**src/k_sorted_stream_sorter_assert.svh**
```systemverilog
// ----------------------------------------------------------------------------
// k_sorted_stream_sorter_assert: assertion macros for the sorter
// Clocked on clk, disabled while rst_n is low.
// ----------------------------------------------------------------------------
`ifndef K_SORTED_STREAM_SORTER_ASSERT_SVH
`define K_SORTED_STREAM_SORTER_ASSERT_SVH

// condition must hold on every edge
`define KSSS_ASSERT(lbl, cond, msg) \
  lbl: assert property (@(posedge clk) disable iff (!rst_n) (cond)) else $error(msg);

// trigger implies the consequent in the cycle after it
`define KSSS_ASSERT_NEXT(lbl, trig, cons, msg) \
  lbl: assert property (@(posedge clk) disable iff (!rst_n) (trig) |=> (cons)) \
    else $error(msg);

`endif

```
**src/ksss_pkg.sv**
```systemverilog
// ----------------------------------------------------------------------------
// ksss_pkg
// Shared types and constants of the k-sorted stream sorter.
// ----------------------------------------------------------------------------
package ksss_pkg;

  localparam int VAL_W = 32;
  localparam int WIN_W = 6;
  // counts up to twice the largest block (64)
  localparam int CNT_W = 7;

  typedef struct packed {
    logic signed [VAL_W-1:0] value;
    logic                    is_last;
  } in_t;

  typedef struct packed {
    logic signed [VAL_W-1:0] sorted_value;
    logic                    run_end;
    logic                    sequence_end;
  } out_t;

  typedef enum logic [1:0] {
    S_FILL,
    S_MERGE,
    S_COMMIT
  } state_t;

  // controller -> datapath
  typedef struct packed {
    logic             ins_en;
    logic [CNT_W-1:0] fill_cnt;
    logic             mrg_en;
    logic             pick_fill;
    logic             emit;
    logic             run_end;
    logic             seq_end;
    logic [CNT_W-1:0] nh_idx;
    logic             commit;
  } cmd_t;

  // datapath -> controller
  typedef struct packed {
    logic out_stall;
    logic fill_less;
  } sts_t;

endpackage

```
**src/ksss_ctrl.sv**
```systemverilog
// ----------------------------------------------------------------------------
// ksss_ctrl
// Controller: window register, block counts and merge sequencing.
// ----------------------------------------------------------------------------
module ksss_ctrl #(
  parameter int K_MAX = 32
) (
  input  logic                      clk,
  input  logic                      rst_n,
  input  logic                      in_valid,
  output logic                      in_ready,
  input  logic                      in_is_last,
  input  logic                      cfg_valid,
  output logic                      cfg_ready,
  input  logic [ksss_pkg::WIN_W-1:0] cfg_data,
  input  ksss_pkg::sts_t            sts,
  output ksss_pkg::cmd_t            cmd
);
  import ksss_pkg::*;

  state_t             state_r, state_nxt;
  logic [WIN_W-1:0]   window_r;
  logic [CNT_W-1:0]   hc_r, hc_nxt;
  logic [CNT_W-1:0]   fc_r, fc_nxt;
  logic [CNT_W-1:0]   a_rem_r, a_rem_nxt;
  logic [CNT_W-1:0]   b_rem_r, b_rem_nxt;
  logic [CNT_W-1:0]   idx_r, idx_nxt;
  logic [CNT_W-1:0]   emit_r, emit_nxt;
  logic [CNT_W-1:0]   n_r, n_nxt;
  logic               last_r, last_nxt;
  logic [CNT_W-1:0]   blen;
  logic [CNT_W-1:0]   fc_inc;
  logic               accept, close, emitting, step, pick_fill;

  // effective block length
  always_comb begin
    priority if (window_r == '0) begin
      blen = CNT_W'(1);
    end else if (CNT_W'(window_r) > CNT_W'(K_MAX)) begin
      blen = CNT_W'(K_MAX);
    end else begin
      blen = CNT_W'(window_r);
    end
  end

  assign accept    = in_valid && in_ready;
  assign fc_inc    = (fc_r < CNT_W'(K_MAX)) ? fc_r + CNT_W'(1) : fc_r;
  assign close     = in_is_last || (fc_inc >= blen);
  assign emitting  = idx_r < emit_r;
  assign step      = (state_r == S_MERGE) && !(emitting && sts.out_stall);
  assign pick_fill = (b_rem_r != '0) && ((a_rem_r == '0) || sts.fill_less);

  // next state
  always_comb begin
    state_nxt = state_r;
    unique case (state_r)
      S_FILL:   if (accept && close) state_nxt = S_MERGE;
      S_MERGE:  if (step && idx_r == n_r - CNT_W'(1)) state_nxt = S_COMMIT;
      S_COMMIT: state_nxt = S_FILL;
      default:  state_nxt = S_FILL;
    endcase
  end

  // counters
  always_comb begin
    hc_nxt    = hc_r;
    fc_nxt    = fc_r;
    a_rem_nxt = a_rem_r;
    b_rem_nxt = b_rem_r;
    idx_nxt   = idx_r;
    emit_nxt  = emit_r;
    n_nxt     = n_r;
    last_nxt  = last_r;
    unique case (state_r)
      S_FILL: begin
        if (accept) begin
          fc_nxt = fc_inc;
          if (close) begin
            a_rem_nxt = hc_r;
            b_rem_nxt = fc_inc;
            n_nxt     = hc_r + fc_inc;
            emit_nxt  = in_is_last ? hc_r + fc_inc : hc_r;
            idx_nxt   = '0;
            last_nxt  = in_is_last;
          end
        end
      end
      S_MERGE: begin
        if (step) begin
          idx_nxt = idx_r + CNT_W'(1);
          if (pick_fill) b_rem_nxt = b_rem_r - CNT_W'(1);
          else           a_rem_nxt = a_rem_r - CNT_W'(1);
        end
      end
      S_COMMIT: begin
        hc_nxt = last_r ? '0 : n_r - emit_r;
        fc_nxt = '0;
      end
      default: ;
    endcase
  end

  always_ff @(posedge clk) begin
    if (!rst_n) begin
      state_r  <= S_FILL;
      window_r <= WIN_W'(32);
      hc_r     <= '0;
      fc_r     <= '0;
      a_rem_r  <= '0;
      b_rem_r  <= '0;
      idx_r    <= '0;
      emit_r   <= '0;
      n_r      <= '0;
      last_r   <= 1'b0;
    end else begin
      state_r <= state_nxt;
      if (cfg_valid && cfg_ready) window_r <= cfg_data;
      hc_r    <= hc_nxt;
      fc_r    <= fc_nxt;
      a_rem_r <= a_rem_nxt;
      b_rem_r <= b_rem_nxt;
      idx_r   <= idx_nxt;
      emit_r  <= emit_nxt;
      n_r     <= n_nxt;
      last_r  <= last_nxt;
    end
  end

  // outputs
  always_comb begin
    in_ready      = 1'b0;
    cfg_ready     = 1'b1;
    cmd.ins_en    = 1'b0;
    cmd.fill_cnt  = fc_r;
    cmd.mrg_en    = 1'b0;
    cmd.pick_fill = pick_fill;
    cmd.emit      = emitting;
    cmd.run_end   = idx_r == emit_r - CNT_W'(1);
    cmd.seq_end   = last_r && (idx_r == emit_r - CNT_W'(1));
    cmd.nh_idx    = idx_r - emit_r;
    cmd.commit    = 1'b0;
    unique case (state_r)
      S_FILL: begin
        in_ready   = 1'b1;
        cmd.ins_en = in_valid;
      end
      S_MERGE:  cmd.mrg_en = step;
      S_COMMIT: cmd.commit = 1'b1;
      default: ;
    endcase
  end

  `include "k_sorted_stream_sorter_assert.svh"

  `KSSS_ASSERT(a_rem_sum, state_r != S_MERGE || a_rem_r + b_rem_r == n_r - idx_r, "bad count")
  `KSSS_ASSERT(a_idx_rng, state_r != S_MERGE || idx_r < n_r, "merge index overrun")
  `KSSS_ASSERT(a_no_stall, !(cmd.mrg_en && cmd.emit && sts.out_stall), "emit while stalled")
  `KSSS_ASSERT_NEXT(a_commit, state_r == S_COMMIT, state_r == S_FILL && fc_r == '0, "commit exit")

endmodule
```
**config.mk**
```make
export PLATFORM = sky130hd
export DESIGN_NAME = ksss_ctrl
export DESIGN_NICKNAME = d
export VERILOG_FILES = /design/src/ksss_pkg.sv /design/src/ksss_ctrl.sv
export VERILOG_INCLUDE_DIRS = /design/src /design/src/src
export SDC_FILE = /design/constraint.sdc
export NUM_CORES = 1
export LEC_CHECK = 0
export BUFFER_PORTS_ARGS = -buffer_cell sky130_fd_sc_hd__buf_2
export CAP_MARGIN = 15
export CORE_MARGIN = 2
export CORE_UTILIZATION = 61
export CTS_CLUSTER_DIAMETER = 30
export DETAILED_ROUTE_END_ITERATION = 16
export PLACE_DENSITY_LB_ADDON = 0.15
export SETUP_SLACK_MARGIN = 0.2
export SLEW_MARGIN = 10
export SYNTH_ARGS = -nofsm -noshare
export SYNTH_HDL_FRONTEND = slang
export SYNTH_SLANG_ARGS = --single-unit
```
**constraint.sdc**
```tcl
create_clock -name clk -period 4 [get_ports clk]
set_input_delay 0.2 -clock clk [delete_from_list [all_inputs] [get_ports clk]]
set_output_delay 0.2 -clock clk [all_outputs]
set_load 0.03 [all_outputs]
```
* Yosys cells after proc, flatten, opt, wreduce, memory -nomap -nowiden
Cells that the tools add are included.
** Word-level totals
- Bits in read-only memories :: 0
- Bits in latches :: 0
- Word-level logic and storage cells :: 84
- Register bits :: 58
- Bits in writable memories :: 0
- Memories kept :: 0
- Output and inout port bits :: 23
** Operators by class
- Equal/unequal tests :: 11
- Reductions and logical operators :: 22
- Divide/modulo/power cells :: 0
- Magnitude comparators :: 4
- Add/subtract/negate cells :: 9
- $mul :: 0
- Multiplexer cells :: 28
- Bitwise operators :: 0
- Shift-type cells :: 0
** Operators with widths (number)
- $mux W7 :: 16
- $pmux W7 S2 :: 4
- $sub A7 B1 Y7 const B :: 4
- $add A7 B1 Y7 const B :: 2
- $eq A7 B7 Y1 :: 2
- $sub A7 B7 Y7 :: 2
- $ne A2 B2 Y1 const B :: 6
- $reduce_and A5 Y1 :: 2
- $add A7 B7 Y7 :: 1
- $ge A7 B7 Y1 :: 1
- $logic_and A1 B1 Y1 :: 7
- $logic_not A7 Y1 :: 1
- $lt A7 B6 Y1 const B :: 1
- $lt A7 B7 Y1 :: 1
- $reduce_bool A7 Y1 :: 1
- $gt A6 B6 Y1 const B :: 1
- $logic_not A6 Y1 :: 1
- $mux W6 :: 1
- $mux W1 :: 4
- $mux W2 :: 2
- $pmux W2 S2 :: 1
- $reduce_and A2 Y1 :: 2
- $reduce_and A4 Y1 :: 1
- $reduce_bool A2 Y1 :: 2
- 7 further kinds :: 8

* Logic depth before layout (Yosys ltp)
Gate-level depths: netlist of the first run.
- Depth after elaboration :: 8
- Mapped depth :: 13

* Least setup slack after synthesis of the first run
Ideal clock, no wire load.
- Path type :: register to register
- Start point :: reg fc_r[0]
- End point :: reg b_rem_r[6]
- Buffers on the path :: 1
- Setup slack :: 805 ps
- Required time :: 3860 ps
- Cell stages (with the launch flop) :: 14
- Arrival :: 3056 ps
- Period minus slack after synthesis :: 3195 ps
- Path through :: dfxtp_1 ha_1 nor3b_1 nand3_1 xor2_1 inv_1 ha_1 a21o_1 a2111oi_2 o21ai_2 a32oi_4 or2_1 buf_6 o32ai_4
** Between the ends
- Longest elaborated chain between the ends :: 6
- Elaborated cells on any way between the ends :: 10
** RTL lines
- from (decl) :: RTL line ksss_ctrl.sv:24 : logic [CNT_W-1:0] fc_r, fc_nxt;
- from (signal assigned) :: RTL line ksss_ctrl.sv:119 : fc_r <= fc_nxt;
- $add A7 B1 Y7 / $lt A7 B6 Y1 (equally long branches) :: RTL line ksss_ctrl.sv:47 : assign fc_inc = (fc_r < CNT_W'(K_MAX)) ? fc_r + CNT_W'(1) : fc_r;
- $mux W7 (*) :: RTL line ksss_ctrl.sv:47
- $ge A7 B7 Y1 :: RTL line ksss_ctrl.sv:48 : assign close = in_is_last || (fc_inc >= blen);
- $logic_or A1 B1 Y1 :: RTL line ksss_ctrl.sv:48
- $ne A2 B2 Y1 (no source line)
- $reduce_and A5 Y1 (no source line)
- to (signal assigned) :: RTL line ksss_ctrl.sv:121 : b_rem_r <= b_rem_nxt;
- to (decl) :: RTL line ksss_ctrl.sv:26 : logic [CNT_W-1:0] b_rem_r, b_rem_nxt;
Mark *: on every way between the ends. The rest lies on a longest branch, timed or not. The select of a mux whose other input is x is not followed.
A chain may end at the register's enable or synchronous reset.

* Worst setup path in the final report of the first run
- Start point :: reg fc_r[0]
- End point :: reg idx_r[0]
** Between the ends
- Longest elaborated chain between the ends :: 6
- Elaborated cells on any way between the ends :: 7
** RTL lines
- $add A7 B1 Y7 / $lt A7 B6 Y1 (equally long branches) :: RTL line ksss_ctrl.sv:47
- $mux W7 (*) :: RTL line ksss_ctrl.sv:47
- $ge A7 B7 Y1 (*) :: RTL line ksss_ctrl.sv:48
- $logic_or A1 B1 Y1 (*) :: RTL line ksss_ctrl.sv:48
- $ne A2 B2 Y1 (no source line) (*)
- $reduce_and A4 Y1 (no source line) (*)
- to (signal assigned) :: RTL line ksss_ctrl.sv:122 : idx_r <= idx_nxt;
- to (decl) :: RTL line ksss_ctrl.sv:27 : logic [CNT_W-1:0] idx_r, idx_nxt;
Mark *: on every way between the ends. The rest lies on a longest branch, timed or not.

==> flow_summary.toml, run 1 <==
[outcome]
status = "finished, final reports clean"

[global_routing]
grt_usage_pct = 29.3
grt_pass1_wl_um = 17600
antenna_found_initial = 0
gr-total-overflow = 0
grt_max_degree = 64
grt_pass1_vias = 3668

[logic_synthesis]
synth_area_um2 = 4300
yosysWarningCount = 0
ys_ff_latch = 58
synthCells = 531
synthFlopType = "dfxtp_1"
syn_avg_cell_area_um2 = 8.10
async_reset_ff_share_pct = 0
seq_area_frac_synth_pct = 27.0
synth-edff-count = 0
synth_nets = 580
synth_cell_type_count = 72

[floorplan]
initial_core_util_pct = 63.3
die_area_um2 = 7740
fp-row-count = 30
core_area_um2 = 6790
die_w_um = 88.0
pin_count = 36
die_h_um = 88.0

[power_and_ir_drop]
switching_share_pct = 34.2
p_per_area_nw_per_um2 = 358
finalPower_mw = 1.67
irDropWorstVdd_v = 0.000218
p_leak_nw = 1.92
seqPwrFrac_pct = 38.5
p_switching_uw = 569
p_int_mw = 1.10
comb_power_share_pct = 28.5
power_frac_clock_pct = 33.0

[clocking]
htreeDepth = 3
cts_setup_buffers = 0
clock-sinks = 58
clkLatencyLatePin_ns = 0.35
cts_root_buf = "clkbuf_8"
ctsHoldBuffers = 0
cts_tree = "done"
clk_pin_slew_ns = 0.07
clock_path_buffers = 2
cts_resized = 0
numCtsBuffers = 9

[place]
hpwl_um = 7840
pre_cts_slack_ns = 0.412
gp_congestion = 0.889
port_buffers = 34

[timing]
final.setup.tns_ns = 0
rsz0062_at_grt = "true"
finalMaxSlewViolations = 0
slew_headroom_pct = 50.2
period_share_pct = 86.5
finalHoldViolations = 0
layout_min_cycle_time_ns = 3.46
worst_pin_slew_ns = 0.746
hold_ws_ns = 0.0789
fin_ws_ns = 0.539
timing.fmax_mhz = 289
setup_viol = 0
skew_ns = 0.00934

[final_layout]
diodes = 0
syn_to_final_growth_pct = 8.32
num-fill-cells = 588
layout-drive-gt1-share_pct = 13.1
final_common_cell = "dfxtp_1"
final_cell_mix = "58 x dfxtp_1, 53 x nand2_1, 34 x buf_2"
nNetsFinal = 597

[setup_path]
cp.arrival_ns = 3.76
worstRegToRegCells = 12
r2r-start = "fc_r[0]"
critical_path_class = "reg -> reg"
r2r_end = "idx_r[0]"
start_kind = "flip-flop"
cp_max_fo = 22
critPathRequiredTime_ns = 4.30
reg2reg_slack_ns = 0.54
end_kind = "flip-flop"

[hold_path]
hold_depth = 3
holdPathEnd = "window_r[5]"
hp-start = "cfg_data[5]"
hp-class = "in -> reg"

[route]
drt_iter0_drc = 237
first_pass_iters = 4
vias = 3884
routed_via_density = 6.00
wl_per_cell_um = 16.6
drc_errors = 0
ant_nets = 0
routed_wl_um = 10700

[run]
drv_cap = 0
## final cells by class
| class | count | area, um^2 | share of cell area, % |
|---|---|---|---|
| Timing Repair Buffer | 36 | 185 | 3.97 |
| Inverter | 33 | 125 | 2.68 |
| Clock buffer | 11 | 151 | 3.25 |
| Tap cell | 96 | 120 | 2.58 |
| Clock inverter | 3 | 40.0 | 0.859 |
| Sequential cell | 58 | 1160 | 24.9 |
| Multi-Input combinational cell | 410 | 2880 | 61.7 |
## logic make-up after synthesis
kind of cell	Yosys count	synth area share [%]
multiplexers	12	2.85
buffers and inverters	63	6.25
other	1	0.0872
AND/OR/NAND/NOR	180	21.0
XOR/XNOR	37	7.53
adder cells (fa/ha/maj)	36	11.0
flip-flops	58	27.0
AO/OA/AOI/OAI	144	24.3
## how the worst max path moves through the flow
stage,startpoint,end,depth (start not counted)
floorplan,fc_r[0],b_rem_r[6],13
detailed placement,fc_r[0],emit_r[4],12
global placement,fc_r[0],emit_r[5],12
finish,fc_r[0],idx_r[0],12
CTS,fc_r[0],emit_r[4],12
global route,fc_r[0],emit_r[3],12
## synth_stat cells, drive strengths merged (4+ instances only)
cell type | number | area, um^2
a21boi | 12 | 90.1
a21o | 9 | 67.6
a21oi | 24 | 120
a22oi | 4 | 30.0
a31oi | 9 | 71.3
and2 | 6 | 37.5
buf | 12 | 76.3
clkbuf | 18 | 67.6
dfxtp | 58 | 1160
ha | 33 | 413
inv | 32 | 120
mux2i | 10 | 100
nand2 | 55 | 214
nand2b | 4 | 25.0
nand3 | 22 | 110
nor2 | 35 | 141
nor2b | 16 | 100
nor3 | 15 | 80.1
nor3b | 5 | 37.5
nor4 | 4 | 31.3
o211ai | 13 | 103
o21a | 4 | 30.0
o21ai | 35 | 179
o311ai | 4 | 35.0
xnor2 | 26 | 228
xor2 | 11 | 96.3
## layer usage
| layer | up-vias | GRT usage [%] | wire length, um |
|---|---|---|---|
| met5 | - | 0 | 0 |
| met4 | 0 | 15.1 | 364 |
| met3 | 26 | 3.58 | 421 |
| met2 | 102 | 49.6 | 5250 |
| met1 | 1841 | 36.6 | 4710 |
| li1 | 1915 | - | - |
## power groups by stage
stage	clock (mW)	combinational (mW)	sequential, mW
finish	0.550	0.476	0.641
global route	0.574	0.520	0.645
CTS	0.552	0.471	0.641
detailed placement	0	0.468	0.653
global placement	0	0.455	0.652
floorplan	0	0.388	0.641
## flip-flops by register name, indices dropped and copies added (netlist names)
| signal | cells |
|---|---|
| a_rem_r | 7 |
| b_rem_r | 7 |
| emit_r | 7 |
| fc_r | 7 |
| hc_r | 7 |
| idx_r | 7 |
| n_r | 7 |
| window_r | 6 |
| state_r | 2 |
| last_r | 1 |
## critical path, stage by stage, from the launching register on
cell and delay [ns]:
dfxtp_1 0.45, ha_1 0.18, nor3b_1 0.32, nand3_1 0.14, xor2_1 0.23, inv_1 0.11, ha_1 0.32, a21o_1 0.20
a2111oi_2 0.40, o21ai_2 0.20, and2_1 0.44, nor3_1 0.27, o21a_1 0.15
## per-stage QoR
stage	instance area (um^2)	instances	utilization (%)
3_5_place_dp	4460	633	65.7
3_3_place_gp	4460	633	65.7
6_report	4660	647	68.6
4_1_cts	4660	647	68.5
2_1_floorplan	4300	531	-
5_1_grt	4660	647	68.6
(Power assumes the default switching activity.)
==> run 2, diff against run 1 <==
--- a/config.mk
+++ b/config.mk
@@ -6,13 +6,14 @@
 export SDC_FILE = /design/constraint.sdc
 export NUM_CORES = 1
 export LEC_CHECK = 0
+export ABC_AREA = 1
 export BUFFER_PORTS_ARGS = -buffer_cell sky130_fd_sc_hd__buf_2
 export CAP_MARGIN = 15
 export CORE_MARGIN = 2
 export CORE_UTILIZATION = 61
 export CTS_CLUSTER_DIAMETER = 30
 export DETAILED_ROUTE_END_ITERATION = 16
-export PLACE_DENSITY_LB_ADDON = 0.15
+export PLACE_DENSITY = 0.81
 export SETUP_SLACK_MARGIN = 0.2
 export SLEW_MARGIN = 10
 export SYNTH_ARGS = -nofsm -noshare
==> flow_summary.toml, run 2 <==
[route]
first_pass_iters = 5
vias = 4425
ant_nets = 0
drc_errors = 0
routed_wl_um = 11100
routed_via_density = 5.44
drt_iter0_drc = 226
wl_per_cell_um = 13.7

[clocking]
clkLatencyLatePin_ns = 0.35
cts_setup_buffers = 0
cts_root_buf = "clkbuf_8"
clk_pin_slew_ns = 0.06
htreeDepth = 3
ctsHoldBuffers = 0
numCtsBuffers = 9
cts_tree = "done"
cts_resized = 0
clock_path_buffers = 2
clock-sinks = 58

[final_layout]
stdcell_count = 814
nNetsFinal = 760
syn_to_final_growth_pct = 7.97
final_common_cell = "nand2_1"
final_cell_mix = "193 x nand2_1, 89 x inv_1, 78 x nor2_1"
layout-drive-gt1-share_pct = 10.3
diodes = 0

[hold_path]
hold_depth = 3
holdPathEnd = "window_r[5]"
hp-start = "cfg_data[5]"
hp-class = "in -> reg"

[timing]
timing.fmax_mhz = 343
finalMaxSlewViolations = 0
period_share_pct = 72.8
finalHoldViolations = 0
final.setup.tns_ns = 0
layout_min_cycle_time_ns = 2.91
setup_viol = 0
slew_headroom_pct = 44.2
worst_pin_slew_ns = 0.832
rsz0062_at_grt = "false"
skew_ns = 0.0128

[logic_synthesis]
async_reset_ff_share_pct = 0
ys_ff_latch = 58
synthCells = 685
seq_area_frac_synth_pct = 26.2
synth-edff-count = 0
synth_cell_type_count = 43
synthTopCellsByArea = "dfxtp_1 26%, nand2_1 16%, ha_1 9.3%"
synthFlopType = "dfxtp_1"
yosysWarningCount = 0
yosysTopAreaCell = "dfxtp_1"
synthTopCellsByCount = "193 x nand2_1, 89 x inv_1, 78 x nor2_1"
yosysTopAreaCellShare_pct = 26.2
yosysMostFrequentCell = "nand2_1"
synth_nets = 734
synth_area_um2 = 4430
syn_avg_cell_area_um2 = 6.47

[floorplan]
fp-row-count = 31
pin_count = 36
initial_core_util_pct = 62.1
die_w_um = 89.2
die_area_um2 = 7960
die_h_um = 89.2
core_area_um2 = 7140

[setup_path]
cp.arrival_ns = 3.15
worstRegToRegCells = 19
cp_max_fo = 21
critPathRequiredTime_ns = 4.23
r2r-start = "window_r[3]"
r2r_end = "idx_r[1]"
critical_path_class = "reg -> reg"
end_kind = "flip-flop"
start_kind = "flip-flop"
reg2reg_slack_ns = 1.09

[global_routing]
grt_pass1_vias = 4037
antenna_found_initial = 0
grt_pass1_wl_um = 18000
grt_usage_pct = 29.2
gr-total-overflow = 0
grt_max_degree = 32

[place]
port_buffers = 34
gp_congestion = 0.978
hpwl_um = 8540
placedCellCount = 799

[outcome]
status = "finished, final reports clean"

[run]
drv_cap = 0

[power_and_ir_drop]
irDropWorstVdd_v = 0.000221
p_leak_nw = 2.41
p_per_area_nw_per_um2 = 357
run 2: cell types whose count changed after synthesis, moves of 13 or more:
| cell | change |
|---|---|
| a21oi_1 | +14 |
| clkbuf_1 | -13 |
| inv_1 | +57 |
| nand2_1 | +139 |
| nand3_1 | +17 |
| nand4_1 | +13 |
| nor2_1 | +45 |
| nor2b_1 | -16 |
| xnor2_1 | -16 |
run 2: how the worst max path moves through the flow:
stage	startpoint	end	slack [ns]	cells after the start
4_1_cts	window_r[3]	idx_r[1]	1.12	19
6_report	window_r[3]	idx_r[1]	1.09	19
3_5_place_dp	window_r[3]	idx_r[1]	1.20	19
2_1_floorplan	fc_r[5]	emit_r[4]	1.63	15
5_1_grt	window_r[3]	idx_r[1]	0.72	19
3_3_place_gp	fc_r[6]	idx_r[1]	1.32	14
run 2: logic make-up after synthesis:
group / synth area share (%)
flops: 26.2
mux: 0.254
simple gates: 34.1
buf+inv: 10.9
fa+ha+maj: 10.7
xor+xnor: 6.33
other cells: 0.0847
compound gates: 11.4
run 2: report_power, final:
group	internal, mW	switching, mW	leakage, nW
logic	0.175	0.351	1.84
clock network	0.299	0.233	0.0962
registers	0.615	0.0338	0.473
run 2: metal layers:
metal / GRT usage [%] / routed length (um) / share of wire (%) / up-vias
li1: - / - / - / 2230
met1: 34.7 / 4770 / 43 / 2011
met2: 49.8 / 5360 / 48 / 136
met3: 3.88 / 461 / 4.1 / 48
met4: 18.3 / 533 / 4.8 / 0
met5: 0 / 0 / 0 / -
run 2: worst max-delay path, stage by stage (launching register included):
cell,delay [ns]
dfxtp_1,0.33
or2_2,0.30
nor4_1,0.21
inv_1,0.11
nand2_1,0.12
nand2_1,0.06
o21ai_0,0.07
ha_1,0.25
inv_1,0.06
nand2_1,0.05
nand2_1,0.05
nand2_1,0.04
nand2_1,0.05
nand2_1,0.05
nand2_1,0.09
nand2_1,0.09
nand2_2,0.35
nand2_1,0.26
o21ai_0,0.21
nor2_1,0.06
run 2: stage by stage:
step           setup slack (ns)  area, um^2  util [%]  hold slack [ns]  power, mW
2_1_floorplan              1.63        4430         -            0.312       1.09
3_3_place_gp               1.32        4600      64.4            0.417       1.16
3_5_place_dp               1.20        4600      64.4            0.424       1.18
4_1_cts                    1.12        4780      67.0           0.0720       1.71
5_1_grt                   0.719        4780      67.0           0.0974       1.82
6_report                   1.09        4780      67.0           0.0794       1.71
run 2: cell type report:
cell class | count | area (um^2)
Sequential cell | 58 | 1160
Multi-Input combinational cell | 513 | 2790
Fill cell | 720 | 2350
Inverter | 95 | 357
Clock inverter | 3 | 40.0
Clock buffer | 12 | 145
Tap cell | 99 | 124
Timing Repair Buffer | 34 | 170
